$ cat config.mk
export PLATFORM = sky130hd
export DESIGN_NAME = vna_mul
export DESIGN_NICKNAME = d
export VERILOG_FILES = /design/src/sv/vna_pkg.sv /design/src/sv/vna_mul.sv
export SDC_FILE = /design/constraint.sdc
export NUM_CORES = 2
export LEC_CHECK = 0
export CAP_MARGIN = 20
export CORE_MARGIN = 4
export CORE_UTILIZATION = 60
export CTS_BUF_LIST = sky130_fd_sc_hd__clkbuf_8
export DETAILED_ROUTE_END_ITERATION = 12
export DONT_BUFFER_PORTS = 1
export GPL_ROUTABILITY_DRIVEN = 0
export GPL_TIMING_DRIVEN = 0
export PLACE_DENSITY = 0.72
export SYNTH_ARGS = -nofsm -noshare
export SYNTH_HDL_FRONTEND = slang
export SYNTH_SLANG_ARGS = --single-unit
$ cat constraint.sdc
create_clock -name clk -period 19.45 [get_ports clk]
set_clock_uncertainty 0.15 [all_clocks]
set_input_delay 3.89 -clock clk [delete_from_list [all_inputs] [get_ports clk]]
set_output_delay 3.89 -clock clk [all_outputs]
set_load 0.1 [all_outputs]
$ cat src/sv/vna_pkg.sv
// ----------------------------------------------------------------------------
// vna_pkg
// Shared types, codes and helpers of the vertex normal averager.
// ----------------------------------------------------------------------------
package vna_pkg;

	localparam int VERTEX_SLOTS_DEF = 64;

	localparam logic [1:0] MODE_WRITE = 2'd0;
	localparam logic [1:0] MODE_TRI   = 2'd1;
	localparam logic [1:0] MODE_READ  = 2'd2;

	localparam logic signed [24:0] ACC_MAX = 25'sd8388607;
	localparam logic signed [24:0] ACC_MIN = -25'sd8388608;

	typedef enum logic [4:0] {
		ST_CLR,
		ST_IDLE,
		ST_RA,
		ST_RB,
		ST_RC,
		ST_RE,
		ST_XMUL,
		ST_RACC,
		ST_ACCD,
		ST_ABS,
		ST_SHIFT,
		ST_SQ,
		ST_SQRT,
		ST_DIV,
		ST_ADDR,
		ST_ADDW,
		ST_OUT
	} st_t;

	// saturating accumulator add
	function automatic logic signed [23:0] sat_add(input logic signed [23:0] a,
			input logic signed [15:0] b);
		logic signed [24:0] s;
		s = 25'(a) + 25'(b);
		if (s > ACC_MAX) begin
			return ACC_MAX[23:0];
		end else if (s < ACC_MIN) begin
			return ACC_MIN[23:0];
		end
		return s[23:0];
	endfunction

endpackage

$ cat src/sv/vna_mul.sv
// ----------------------------------------------------------------------------
// vna_mul
// Shared signed 32x32 multiplier with a registered product.
// ----------------------------------------------------------------------------
module vna_mul import vna_pkg::*; (
	input  logic               clk,
	input  logic signed [31:0] a,
	input  logic signed [31:0] b,
	output logic signed [63:0] p_q
);

	always_ff @(posedge clk) begin
		p_q <= a * b;
	end

endmodule

==> flow_metrics.env <==
export IMPL_status="completed"
export IMPL_die_y_um=257
export IMPL_dp_hpwl_um=102000
export IMPL_largest_reg_flops=64
export IMPL_path_class="input port to flip-flop"
export IMPL_drt_iter0_drc=2515
export IMPL_dr_pass1_iters=6
export IMPL_regMostFlops="p_q"
export IMPL_viasPerCell=5.71
export IMPL_fmax_mhz=77.1
export IMPL_htreeDepth=3
export IMPL_post_cts_buffers=0
export IMPL_synth_seq_cells=64
export IMPL_grt_pass1_vias=29600
export IMPL_worst_path_max_delay_cell="fa_1"
export IMPL_worstMarginPinSlew_ns=1.14
export IMPL_max_cap_violations=0
export IMPL_setup_tns_ns=0
export IMPL_cts_sinks=64
export IMPL_synthCells=3884
export IMPL_post_place_ws_ns=6.05
export IMPL_grt_max_degree=16
export IMPL_yosysWarnings=0
export IMPL_crit_path_start_kind="input port"
export IMPL_worst_slack_ns=6.49
export IMPL_cts_root_buf="clkbuf_8"
export IMPL_top_regs="p_q: 64 flops"
export IMPL_rows=91
export IMPL_rsz0062_at_grt="no"
export IMPL_syn_avg_cell_area_um2=9.59
export IMPL_area_growth_pct=3.67
export IMPL_hold_path_class="input port to flip-flop"
export IMPL_nets=5227
export IMPL_die_area_mm2=0.0661
export IMPL_port_buffers=0
export IMPL_dieWidth_um=257
export IMPL_synth_nets=5215
export IMPL_cts_buffers=9
export IMPL_crit_path_frequent_cell="fa_1"
export IMPL_critPathMaxStageDelay_ns=1.02
export IMPL_arrival_ns=13.19
export IMPL_coreArea_mm2=0.0616
export IMPL_start_util_pct=60.5
export IMPL_drive_gt1_share_pct=1.10
export IMPL_syn_area_mm2=0.0372
export IMPL_ys_seq_area_share_pct=3.44
export IMPL_vias=27100
export IMPL_ctsLongestPathBuffers=2
export IMPL_ios=129
export IMPL_gr_total_overflow=0
export IMPL_synth_edf_count=0
export IMPL_hold_viol_final=0
export IMPL_maxSlewHeadroom_pct=24.1
export IMPL_grt_usage_pct=37.7
export IMPL_drc=0
export IMPL_cts_tree="yes"
export IMPL_synthFlopType="dfxtp_1"
export IMPL_crit_chain="clkbuf_1 > nand2_1 > inv_1 > fa_1 > fa_1 > fa_1 > fa_1 > inv_1 > fa_1 > inv_1 > fa_1 > inv_1 > fa_1 > inv_1 > fa_1 > ha_1 > and3_1 > nand2_1 > or3_1 > o211ai_1 > a31oi_1 > o31ai_1 > xor2_1"
export IMPL_path_clk_slew_ns=0.09
export IMPL_synth_cell_types=63
export IMPL_synthArstFlopShare_pct=0
export IMPL_maxSlewViolCount=0
export IMPL_layout_worst_path_cycle_share_pct=66.6
export IMPL_crit_path_max_fanout=11
export IMPL_grt_pass1_wl_um=183000
export IMPL_wirelength_um=118000
export IMPL_cts_resized_gates=0
export IMPL_worstSetupEndpointType="flip-flop"
export IMPL_cp_required_ns=19.68
export IMPL_antenna_found_initial=19
export IMPL_wire_per_inst_um=24.9
export IMPL_postRouteAntennaNets=0
export IMPL_period_needed_ns=12.96
export IMPL_hold_buffers=0
export IMPL_setup_viol=0
path summary, 6_finish.rpt:
| path | startpoint | end | slack, ns | depth (start not counted) |
|---|---|---|---|---|
| max | b[2] | p_q[62] | 6.49 | 23 |
| min | b[0] | p_q[0] | 3.42 | 1 |
layout by cell type (no fill, tap or decap), types with 4 or more instances in the layout:
master / count
fa_1: 1082
nor3_1: 6
ha_1: 184
xor2_1: 22
nand4_1: 7
clkbuf_8: 10
nand2b_1: 9
clkbuf_1: 195
xnor2_1: 53
nand2_1: 511
a21oi_1: 68
o21a_1: 4
or3_1: 4
a31oi_1: 12
dfxtp_1: 64
diode_2: 20
and3_1: 7
o21ai_0: 28
o21bai_1: 15
and2_1: 516
inv_1: 952
o31ai_1: 6
nor2_1: 42
a21o_1: 23
a211oi_1: 4
nand3_1: 15
kinds of logic after synthesis:
family                     Yosys count  synth area share [%]
AOI/OAI and AO/OA                  193                  3.46
buffers and inverters             1152                  11.6
DFF                                 64                  3.44
and+or+nand+nor                   1134                  15.4
adders and majority gates         1266                  64.3
xor gates and xnor gates            75                  1.76
synthesized netlist by cell type, types with 2 or more instances:
library cell     n  area (µm²)
nand2b_1         9        56.3
a21oi_1         68         340
nand3_1         15        75.1
nor2b_1          3        18.8
a21boi_0         3        22.5
a211oi_2         3        37.5
buf_1            2        7.51
a211oi_1         4        30.0
o21bai_1        15         113
nand4_1          7        43.8
nor2_1          42         158
o211ai_1         3        22.5
o22a_1           2        17.5
and4_1           3        26.3
o21ai_0         28         140
or3_1            4        25.0
o21a_1           4        30.0
nor3_1           6        30.0
a21o_1          23         173
xnor2_1         53         464
and2_1         516        3230
nand2_1        511        1920
o21ai_2          2        17.5
buf_2            3        15.0
ha_1           184        2300
a21o_2           2        17.5
inv_1          952        3570
fa_1          1082       21700
o31ai_1          6        45.0
dfxtp_1         64        1280
a31oi_1         12        75.1
and3_1           7        43.8
clkbuf_1       195         732
xor2_1          22         193
through the flow:
step | utilization [%] | cell area [µm²] | hold slack (ns) | cells
floorplan | - | 37200 | 3.87 | 3884
global placement | 62.2 | 38300 | 3.87 | 4721
detailed placement | 62.2 | 38300 | 3.87 | 4722
CTS | 62.6 | 38600 | 3.39 | 4738
global route | 62.6 | 38600 | 3.42 | 4742
finish | 62.7 | 38600 | 3.42 | 4758
per-layer routing:
metal | global-route usage (%) | wire length (µm)
met2 | 56.6 | 52200
met3 | 12.1 | 14500
met4 | 23.1 | 10100
met1 | 48.1 | 41500
met5 | 0 | 89
critical path: cells and delay by family:
family	cells	cell delay (ns)
AO/OA/AOI/OAI	3	1.30
buffers and inverters	6	1.42
XOR/XNOR	1	0.17
adder cells (fa/ha/maj)	9	5.20
AND/OR/NAND/NOR	4	1.16
final cells by class:
cell class / instances / area, µm²
fill: 5256 / 23000
sequential: 64 / 1280
inverter: 952 / 3570
clock buffer: 10 / 138
multi-input combinational: 2668 / 31600
clock inverter: 6 / 115
antenna: 20 / 50.0
timing repair buffer: 1 / 15.0
buffer: 200 / 754
tap: 837 / 1050
Power is not shown: default switching activity piles up to over one toggle a cycle in this logic, so the estimate is an artifact.
