<file path="src/sv/vna_pkg.sv">
// ----------------------------------------------------------------------------
// vna_pkg
// Shared types, codes and helpers of the vertex normal averager.
// ----------------------------------------------------------------------------
package vna_pkg;

	localparam int VERTEX_SLOTS_DEF = 64;

	localparam logic [1:0] MODE_WRITE = 2'd0;
	localparam logic [1:0] MODE_TRI   = 2'd1;
	localparam logic [1:0] MODE_READ  = 2'd2;

	localparam logic signed [24:0] ACC_MAX = 25'sd8388607;
	localparam logic signed [24:0] ACC_MIN = -25'sd8388608;

	typedef enum logic [4:0] {
		ST_CLR,
		ST_IDLE,
		ST_RA,
		ST_RB,
		ST_RC,
		ST_RE,
		ST_XMUL,
		ST_RACC,
		ST_ACCD,
		ST_ABS,
		ST_SHIFT,
		ST_SQ,
		ST_SQRT,
		ST_DIV,
		ST_ADDR,
		ST_ADDW,
		ST_OUT
	} st_t;

	// saturating accumulator add
	function automatic logic signed [23:0] sat_add(input logic signed [23:0] a,
			input logic signed [15:0] b);
		logic signed [24:0] s;
		s = 25'(a) + 25'(b);
		if (s > ACC_MAX) begin
			return ACC_MAX[23:0];
		end else if (s < ACC_MIN) begin
			return ACC_MIN[23:0];
		end
		return s[23:0];
	endfunction

endpackage

</file>
<file path="src/sv/vna_isqrt.sv">
// ----------------------------------------------------------------------------
// vna_isqrt
// Integer square root of a 62-bit value, one result bit per cycle.
// ----------------------------------------------------------------------------
module vna_isqrt import vna_pkg::*; (
	input  logic        clk,
	input  logic        arst_n,
	input  logic        start,
	input  logic [61:0] s,
	output logic [31:0] root,
	output logic        done_q
);

	logic [63:0] rem_q;
	logic [63:0] res_q;
	logic [63:0] bit_q;
	logic        busy_q;
	logic [63:0] trial;

	assign trial = res_q + bit_q;
	assign root  = res_q[31:0];

	always_ff @(posedge clk or negedge arst_n) begin
		if (!arst_n) begin
			busy_q <= 1'b0;
			done_q <= 1'b0;
		end else begin
			done_q <= 1'b0;
			if (start) begin
				busy_q <= 1'b1;
			end else if (busy_q && bit_q == 64'd1) begin
				busy_q <= 1'b0;
				done_q <= 1'b1;
			end
		end
	end

	always_ff @(posedge clk) begin
		if (start) begin
			rem_q <= {2'b00, s};
			res_q <= '0;
			bit_q <= 64'd1 << 62;
		end else if (busy_q) begin
			if (rem_q >= trial) begin
				rem_q <= rem_q - trial;
				res_q <= (res_q >> 1) + bit_q;
			end else begin
				res_q <= res_q >> 1;
			end
			bit_q <= bit_q >> 2;
		end
	end

endmodule

</file>
<file path="config.mk">
export PLATFORM = sky130hd
export DESIGN_NAME = vna_isqrt
export DESIGN_NICKNAME = d
export VERILOG_FILES = /design/src/sv/vna_pkg.sv /design/src/sv/vna_isqrt.sv
export SDC_FILE = /design/constraint.sdc
export NUM_CORES = 1
export LEC_CHECK = 0
export BUFFER_PORTS_ARGS = -buffer_cell sky130_fd_sc_hd__buf_2
export CAP_MARGIN = 0
export CORE_ASPECT_RATIO = 0.7
export CORE_UTILIZATION = 35
export DETAILED_ROUTE_END_ITERATION = 10
export GPL_ROUTABILITY_DRIVEN = 0
export PLACE_DENSITY_LB_ADDON = 0.15
export RECOVER_POWER = 25
export SYNTH_ARGS = -nofsm -noshare
export SYNTH_HDL_FRONTEND = slang
export SYNTH_SLANG_ARGS = --single-unit
</file>
<file path="constraint.sdc">
create_clock -name clk -period 19.05 [get_ports clk]
set_clock_uncertainty 0.2 [all_clocks]
set_input_delay 3.81 -clock clk [delete_from_list [all_inputs] [get_ports clk]]
set_output_delay 3.81 -clock clk [all_outputs]
set_load 0.05 [all_outputs]
</file>
==> run summary <==
Leak -> 0.00640 µW
Hold Startpoint -> rem_q[63]
Hold Vio Cnt, Final -> 0
syn_area_per_cell -> 7.81 µm²
Maximum Capacitance Violations -> 2
die height -> 177 µm
PwrDens -> 126 mW/mm²
final hold slack -> 276 ps
dpl cell area -> 0.0160 mm²
CTS tree -> yes
vias in the first global route -> 13,200
grt total ovfl -> 0
DP HPWL -> 39,400 µm
CP bufs+invs -> 3
Mapped Area -> 0.0154 mm²
Die ar. -> 0.0448 mm²
DR vias/cell -> 5.77
# nets final -> 2,156
Total GRT Usage -> 0.228
cells along the critical path -> clkbuf_1, clkbuf_1, buf_4, mux2_2
fraction of layout cells with a size suffix above 1 -> 0.0715
fin crit share -> 0.513
failing checks -> capacitance limit, slew limit
fin area -> 0.0166 mm²
most common cell after layout, fill and taps aside -> nand2_1
cts hold-fix bufs -> 0
post-CTS sizing -> 0
worst-margin pin slew -> 3540 ps
first-pass GRT wire length -> 78,500 µm
CP Max Fanout -> 79
port bufs -> 97
total setup buffers inserted after CTS -> 0
vias -> 14,800
status -> finished, violations left
setup TNS -> 0 ps
FF-to-FF End -> res_q[43]
cell taking the most area after synthesis -> dfxtp_1
sequential fraction of the synthesis area -> 0.252
Starting Density -> 0.359
VDD IR-drop max -> 64.8 µV
Yosys reg bits -> 162
CP startpoint kind -> input pin
synth warn -> 0
Iteration-0 DRC Markers -> 1,458
Synth Instances -> 1,969
clk buf depth -> 2
CTS Buf Count -> 17
FFs w/ async S/R, synth -> 0.0123
initial antenna violation count -> 0
Final WS setup -> 9280 ps
placed cells -> 2,526
R2R cell count -> 23
R2R Setup Slk -> 11,050 ps
Slew headroom -> -1.36
EDFF count, synth -> 62
1st-pass router iterations -> 5
family with the most delay on the worst path -> buffers and inverters
CTS HTree Levels -> 4
Ports -> 98
clock tree sinks -> 162
drt drc -> 0
synth unique cells -> 81
Slowest cell on crit path -> clkbuf_1
ANT nets after route -> 0
P&R area growth vs syn -> 7.78%
clock slew at reported path FFs -> 70 ps
final worst path period need -> 9770 ps
Crit path top cell by count -> clkbuf_1
FF-to-FF Start -> res_q[2]
commonest non-fill, non-tap cells in the layout -> nand2_1, nor2_1, o21ai_0
unrepaired setup endpoints after global routing -> false
prevailing post-synth register cell -> dfxtp_1
critical path capture point type -> register
Ant. Diodes -> 0
Clock Tree Root -> clkbuf_16
Non-Filler Instances -> 2,558
Rows -> 63
core area -> 0.0428 mm²
largest net degree at the start of global routing -> 80
Mapped Nets -> 2,165
Setup Viol. Count Final -> 0
Max Clock Freq -> 102 MHz
Slew Viols, Final -> 153
Die Wd -> 253 µm
Synth top area share -> 0.128
CP required -> 19,080 ps
Place WS -> 11,180 ps
CP peak stage delay -> 2620 ps
Routed WL per cell -> 19.9 µm
critical path class -> input pin to register
Worst EP arrival -> 9800 ps
clock latency at the later pin of the worst-skew pair -> 480 ps
top post-synthesis cells by area -> dfxtp_1, edfxtp_1, ha_1
Hold Path Class -> register to register
WL final -> 50,900 µm
CP Launch Point -> start
Hold Path End -> rem_q[63]
Hold Path Stages -> 2
## worst reg2reg max path, stage by stage (launching register included)
cell	delay, ps
dfxtp_1	380
ha_1	370
a21o_1	150
a31oi_1	120
o21ai_0	620
a311oi_1	290
o311a_1	450
nor3_1	270
a21oi_1	150
o41ai_1	540
a21oi_1	180
xor2_1	190
ha_1	400
nand2_1	100
o21ai_0	130
a21oi_1	220
o21bai_1	100
a221oi_1	540
nand3b_1	220
o2bb2ai_4	820
buf_4	800
o21bai_1	230
xor2_1	170
a211oi_1	80
## area by class of cell
type | count | area, µm²
Fill cell | 4486 | 26200
Multi-Input combinational cell | 1633 | 10700
Sequential cell | 162 | 3880
Tap cell | 585 | 732
Timing Repair Buffer | 107 | 523
Clock buffer | 20 | 458
Inverter | 39 | 146
Clock inverter | 12 | 118
## flip-flops by register name, indices dropped and copies added, names as in the netlist
name,cells
rem_q,64
done_q,1
busy_q,1
bit_q,32
res_q,64
## report_power, final
group	internal [µW]	switching (µW)	leakage [µW]
combinational	455	742	0.00467
clock	190	167	0.000286
sequential	484	53.9	0.00145
## metrics by stage
| step | total power (µW) | util |
|---|---|---|
| 4_1_cts | 2090 | 0.388 |
| 3_5_place_dp | 1720 | 0.375 |
| 3_3_place_gp | 1710 | 0.375 |
| 2_1_floorplan | 1450 | - |
| 6_report | 2090 | 0.387 |
| 5_1_grt | 2250 | 0.387 |
## per-layer routing
metal / track usage / part of all wire / up-vias
met5: 0 / 0 / -
met4: 0.0371 / 0.0089 / 0
met3: 0.0453 / 0.066 / 32
met2: 0.301 / 0.38 / 443
met1: 0.369 / 0.55 / 7006
li1: - / - / 7284
## worst max path at each step
stage	to	slack (ps)	depth (start not counted)
after detailed placement	res_q[35]	11180	24
after global placement	res_q[35]	11450	23
after global routing	rem_q[1]	8730	4
after floorplan	rem_q[0]	12550	23
final	rem_q[1]	9280	4
after CTS	res_q[35]	11140	24
## logic make-up (layout without fill, tap and decap cells)
logic type | count (synthesis) | in the layout | synth area share
AO/OA/AOI/OAI | 668 | 668 | 0.279
XOR/XNOR | 148 | 148 | 0.0843
multiplexers | 52 | 52 | 0.0343
buffers and inverters | 174 | 178 | 0.0520
adder cells (fa/ha/maj) | 131 | 131 | 0.107
AND/OR/NAND/NOR | 634 | 634 | 0.192
flip-flops | 162 | 162 | 0.252
## Yosys cell counts, types with 35 or more instances
master    instances
a211oi_1         37
a21o_1           40
a21oi_1         140
a31oi_1          66
clkbuf_1         85
dfxtp_1          98
edfxtp_1         62
ha_1            130
inv_1            38
mux2i_1          47
nand2_1         202
nand3_1          39
nand4_1          50
nor2_1          192
o21ai_0         146
o21ai_1          35
o21bai_1         43
xnor2_1          86
xor2_1           62
No activity file was read; power rests on OpenSTA's default activity.
