File: src/sv/vna_pkg.sv
// ----------------------------------------------------------------------------
// vna_pkg
// Shared types, codes and helpers of the vertex normal averager.
// ----------------------------------------------------------------------------
package vna_pkg;

	localparam int VERTEX_SLOTS_DEF = 64;

	localparam logic [1:0] MODE_WRITE = 2'd0;
	localparam logic [1:0] MODE_TRI   = 2'd1;
	localparam logic [1:0] MODE_READ  = 2'd2;

	localparam logic signed [24:0] ACC_MAX = 25'sd8388607;
	localparam logic signed [24:0] ACC_MIN = -25'sd8388608;

	typedef enum logic [4:0] {
		ST_CLR,
		ST_IDLE,
		ST_RA,
		ST_RB,
		ST_RC,
		ST_RE,
		ST_XMUL,
		ST_RACC,
		ST_ACCD,
		ST_ABS,
		ST_SHIFT,
		ST_SQ,
		ST_SQRT,
		ST_DIV,
		ST_ADDR,
		ST_ADDW,
		ST_OUT
	} st_t;

	// saturating accumulator add
	function automatic logic signed [23:0] sat_add(input logic signed [23:0] a,
			input logic signed [15:0] b);
		logic signed [24:0] s;
		s = 25'(a) + 25'(b);
		if (s > ACC_MAX) begin
			return ACC_MAX[23:0];
		end else if (s < ACC_MIN) begin
			return ACC_MIN[23:0];
		end
		return s[23:0];
	endfunction

endpackage

File: src/sv/vna_div.sv
// ----------------------------------------------------------------------------
// vna_div
// Restoring divider for a 15-bit quotient, one quotient bit per cycle.
// ----------------------------------------------------------------------------
module vna_div import vna_pkg::*; (
	input  logic        clk,
	input  logic        arst_n,
	input  logic        start,
	input  logic [44:0] num,
	input  logic [31:0] den,
	output logic [14:0] quo_q,
	output logic        done_q
);

	logic [32:0] rem_q;
	logic [14:0] low_q;
	logic [31:0] den_q;
	logic [3:0]  cnt_q;
	logic        busy_q;
	logic [32:0] t;

	assign t = {rem_q[31:0], low_q[14]};

	always_ff @(posedge clk or negedge arst_n) begin
		if (!arst_n) begin
			busy_q <= 1'b0;
			done_q <= 1'b0;
		end else begin
			done_q <= 1'b0;
			if (start) begin
				busy_q <= 1'b1;
			end else if (busy_q && cnt_q == 4'd14) begin
				busy_q <= 1'b0;
				done_q <= 1'b1;
			end
		end
	end

	always_ff @(posedge clk) begin
		if (start) begin
			// quotient fits 15 bits, so the top part is already below den
			rem_q <= {3'b000, num[44:15]};
			low_q <= num[14:0];
			den_q <= den;
			quo_q <= '0;
			cnt_q <= '0;
		end else if (busy_q) begin
			if (t >= {1'b0, den_q}) begin
				rem_q <= t - {1'b0, den_q};
				quo_q <= {quo_q[13:0], 1'b1};
			end else begin
				rem_q <= t;
				quo_q <= {quo_q[13:0], 1'b0};
			end
			low_q <= {low_q[13:0], 1'b0};
			cnt_q <= cnt_q + 4'd1;
		end
	end

endmodule

File: config.mk
export PLATFORM = sky130hd
export DESIGN_NAME = vna_div
export DESIGN_NICKNAME = d
export VERILOG_FILES = /design/src/sv/vna_pkg.sv /design/src/sv/vna_div.sv
export SDC_FILE = /design/constraint.sdc
export NUM_CORES = 1
export LEC_CHECK = 0
export ABC_CLOCK_PERIOD_IN_PS = 8900
export BUFFER_PORTS_ARGS = -buffer_cell sky130_fd_sc_hd__buf_4
export CORE_ASPECT_RATIO = 0.75
export CORE_MARGIN = 4
export CORE_UTILIZATION = 33
export DETAILED_ROUTE_END_ITERATION = 10
export PLACE_DENSITY = 0.5
export SYNTH_ARGS = -nofsm -noshare
export SYNTH_HDL_FRONTEND = slang
export SYNTH_SLANG_ARGS = --single-unit
export TNS_END_PERCENT = 1
File: constraint.sdc
create_clock -name clk -period 8.9 [get_ports clk]
set_input_delay 2.225 -clock clk [delete_from_list [all_inputs] [get_ports clk]]
set_output_delay 2.225 -clock clk [all_outputs]
set_load 0.01 [all_outputs]
==> impl_metrics.tcl <==
set metrics [dict create \
    relSlewSlack 0.301 \
    cts_tree "built" \
    slew_viol_final 0 \
    hold_path_class "reg -> reg" \
    critical_path.most_common_cell "buf_4" \
    crit_family "buffers and inverters" \
    ant_nets 0 \
    place_ws_ns 4.78 \
    routed-via-count 4481 \
    synthArstFlopShare 0.0200 \
    ys_types 57 \
    initialDrtViolationCount 298 \
    wirelength_mm 14.2 \
    path_class "in -> reg" \
    dieArea_um2 20400 \
    grt_remaining_overflow 0 \
    cts-resized-gates 0 \
    setup_violations 0 \
    final_common_cell "buf_4" \
    syn_avg_cell_area_um2 10.4 \
    htree_levels 3 \
    fmax_mhz 273 \
    drive_above_1_share 0.208 \
    cp-start-kind "input port" \
    hold_viol_final 0 \
    vias_per_cell 4.92 \
    status "complete, no violations" \
    rows 42 \
    die_w_um 163 \
    antenna_found_initial 0 \
    crit_required_ns 9.00 \
    synth_ff_type "edfxtp_1" \
    nFillCells 1780 \
    setup.worst_path.end_class "register" \
    irDropWorstVdd_uv 112 \
    cp_max_fo 46 \
    portBuffers 95 \
    grt_max_degree 47 \
    drc 0 \
    cts_made_buffers 9 \
    io_pins 96 \
    cp_slowest_cell "buf_4" \
    yosysWarnings 0 \
    postSynthCellCount 575 \
    grt.total_usage 0.144 \
    cts_buffer_depth 2 \
    synth-seq-cells 100 \
    syn_nets 690 \
    clk_latency_ns 0.36 \
    start_util 0.338 \
    rsz0062_at_grt "no" \
    clk_pin_slew_ns 0.07 \
    nets 778 \
    dpl.hpwl_mm 10.2 \
    synth_edf_count 77 \
    rrSetupSlack_ns 5.31 \
    finClkSkew_ns 0.00923 \
    tightest_slew_ns 1.05 \
    tns_ns 0 \
    path_cells "buf_4 > buf_4 > nor2_1 > a221o_1" \
    diodes 0 \
    worst_slack_ns 5.23 \
    gp_congestion 0.816 \
    power_per_cell_area_nw_per_um2 302 \
    drt-pass1-iter-count 5 \
    cts.sinks 100 \
    cpPeakStageDelay_ns 0.57 \
    post-route-min-period_ns 3.67 \
    layout_worst_path_cycle_share 0.412 \
    grt_pass1_vias 4385 \
    maxCapViolCount 0 \
    root_buffer "clkbuf_16" \
    coreArea_um2 17700 \
    layout_common_cells "buf_4 (99), edfxtp_1 (77), nor2_1 (57)" \
    post-cts-setup-buffers 0 \
    hold_buffers 0 \
    worst-path-buf-inv 2 \
    wl_per_cell_um 15.6 \
    power_leakage_nw 3.19 \
    grt_pass1_wl_mm 23.3 \
    netlist_area_um2 5980 \
    die_height_um 125 \
    yosysSeqAreaShare 0.466 \
    holdWs_ns 0.494 \
    areaGrowthSynthToFinish_pct 20.4 \
    worstPathArrival_ns 3.77 \
]
cells in the mapped netlist (3+ instances only):
master / number / share of area
o21ai_1: 8 / 0.0067
a221o_1: 3 / 0.0050
nor2_1: 57 / 0.036
nand2_1: 29 / 0.018
edfxtp_1: 77 / 0.39
o21bai_1: 6 / 0.0075
dfxtp_1: 21 / 0.070
nand4_1: 8 / 0.0084
o31ai_1: 4 / 0.0050
a31oi_1: 10 / 0.010
xnor2_1: 15 / 0.022
a211oi_1: 5 / 0.0063
clkbuf_1: 11 / 0.0069
and3_1: 7 / 0.0073
o21ai_0: 17 / 0.014
nand3_1: 12 / 0.010
and4_1: 4 / 0.0059
buf_1: 5 / 0.0031
and2_1: 8 / 0.0084
or3_1: 7 / 0.0073
a21oi_1: 42 / 0.035
a21o_1: 20 / 0.025
o21a_1: 7 / 0.0088
a21oi_2: 4 / 0.0059
mux2_2: 15 / 0.028
ha_1: 34 / 0.071
nor2b_1: 4 / 0.0042
xor2_1: 10 / 0.015
mux2i_1: 37 / 0.062
inv_1: 45 / 0.028
buf_6: 3 / 0.0057
nor3_1: 4 / 0.0033
a2bb2oi_1: 4 / 0.0059
tightest hold or removal path, delay by kind of cell, from the launching register on:
kind / cells / cell delay [ns]
simple gates: 1 / 0.07
mux: 1 / 0.06
flops: 1 / 0.33
cell type report:
class,instances,area [um^2],share of cell area
clock buffer,10,229,0.0318
clock inverter,6,53.8,0.00748
inverter,45,169,0.0235
multi-input combinational,408,2910,0.405
sequential,100,2780,0.387
tap,242,303,0.0421
timing repair buffer,99,743,0.103
power by group:
group | internal, mW | switching [mW] | leakage [nW] | total (mW)
logic | 0.484 | 0.624 | 2.07 | 1.11
clock network | 0.195 | 0.187 | 0.136 | 0.382
registers | 0.624 | 0.0603 | 0.982 | 0.684
total | 1.30 | 0.871 | 3.19 | 2.17
registers in the layout (all words and copies together), names as in the netlist:
name and cells:
rem_q 32, cnt_q 4, den_q 32, done_q 1
busy_q 1, low_q 15, quo_q 15
metal layers:
layer	global-route usage	up-vias	share of wire
li1	-	2286	-
met1	0.219	2086	0.52
met2	0.201	99	0.41
met3	0.0377	10	0.055
met4	0.0340	0	0.011
met5	0	-	0
logic make-up (layout without fill, tap and decap cells):
logic type / count (synthesis) / in the layout / share of synthesized area
buffers and inverters: 67 / 160 / 0.0469
flip-flops: 100 / 100 / 0.466
multiplexers: 52 / 52 / 0.0902
AO/OA/AOI/OAI: 148 / 148 / 0.166
AND/OR/NAND/NOR: 148 / 148 / 0.121
XOR/XNOR: 25 / 25 / 0.0366
adder cells (fa/ha/maj): 35 / 35 / 0.0745
per-stage QoR:
step / util / instances / total power, mW / cell area [um^2]
final: 0.406 / 910 / 2.17 / 7190
after global routing: 0.406 / 910 / 2.35 / 7190
after CTS: 0.406 / 910 / 2.19 / 7190
after detailed placement: 0.390 / 894 / 1.80 / 6910
after global placement: 0.390 / 894 / 1.78 / 6910
after floorplan: - / 575 / 1.55 / 5980
path summary, 6_finish.rpt:
check                      startpoint         to  depth (start not counted)
max reg2reg                 rem_q[23]  rem_q[15]                         10
min                         quo_q[14]  quo_q[14]                          2
min in group asynchronous      arst_n     done_q                          1
min reg2reg                 quo_q[14]  quo_q[14]                          2
max in group asynchronous      arst_n     busy_q                          1
max                             start  rem_q[23]                          4
Note: power is estimated with default switching activity, not from simulation.
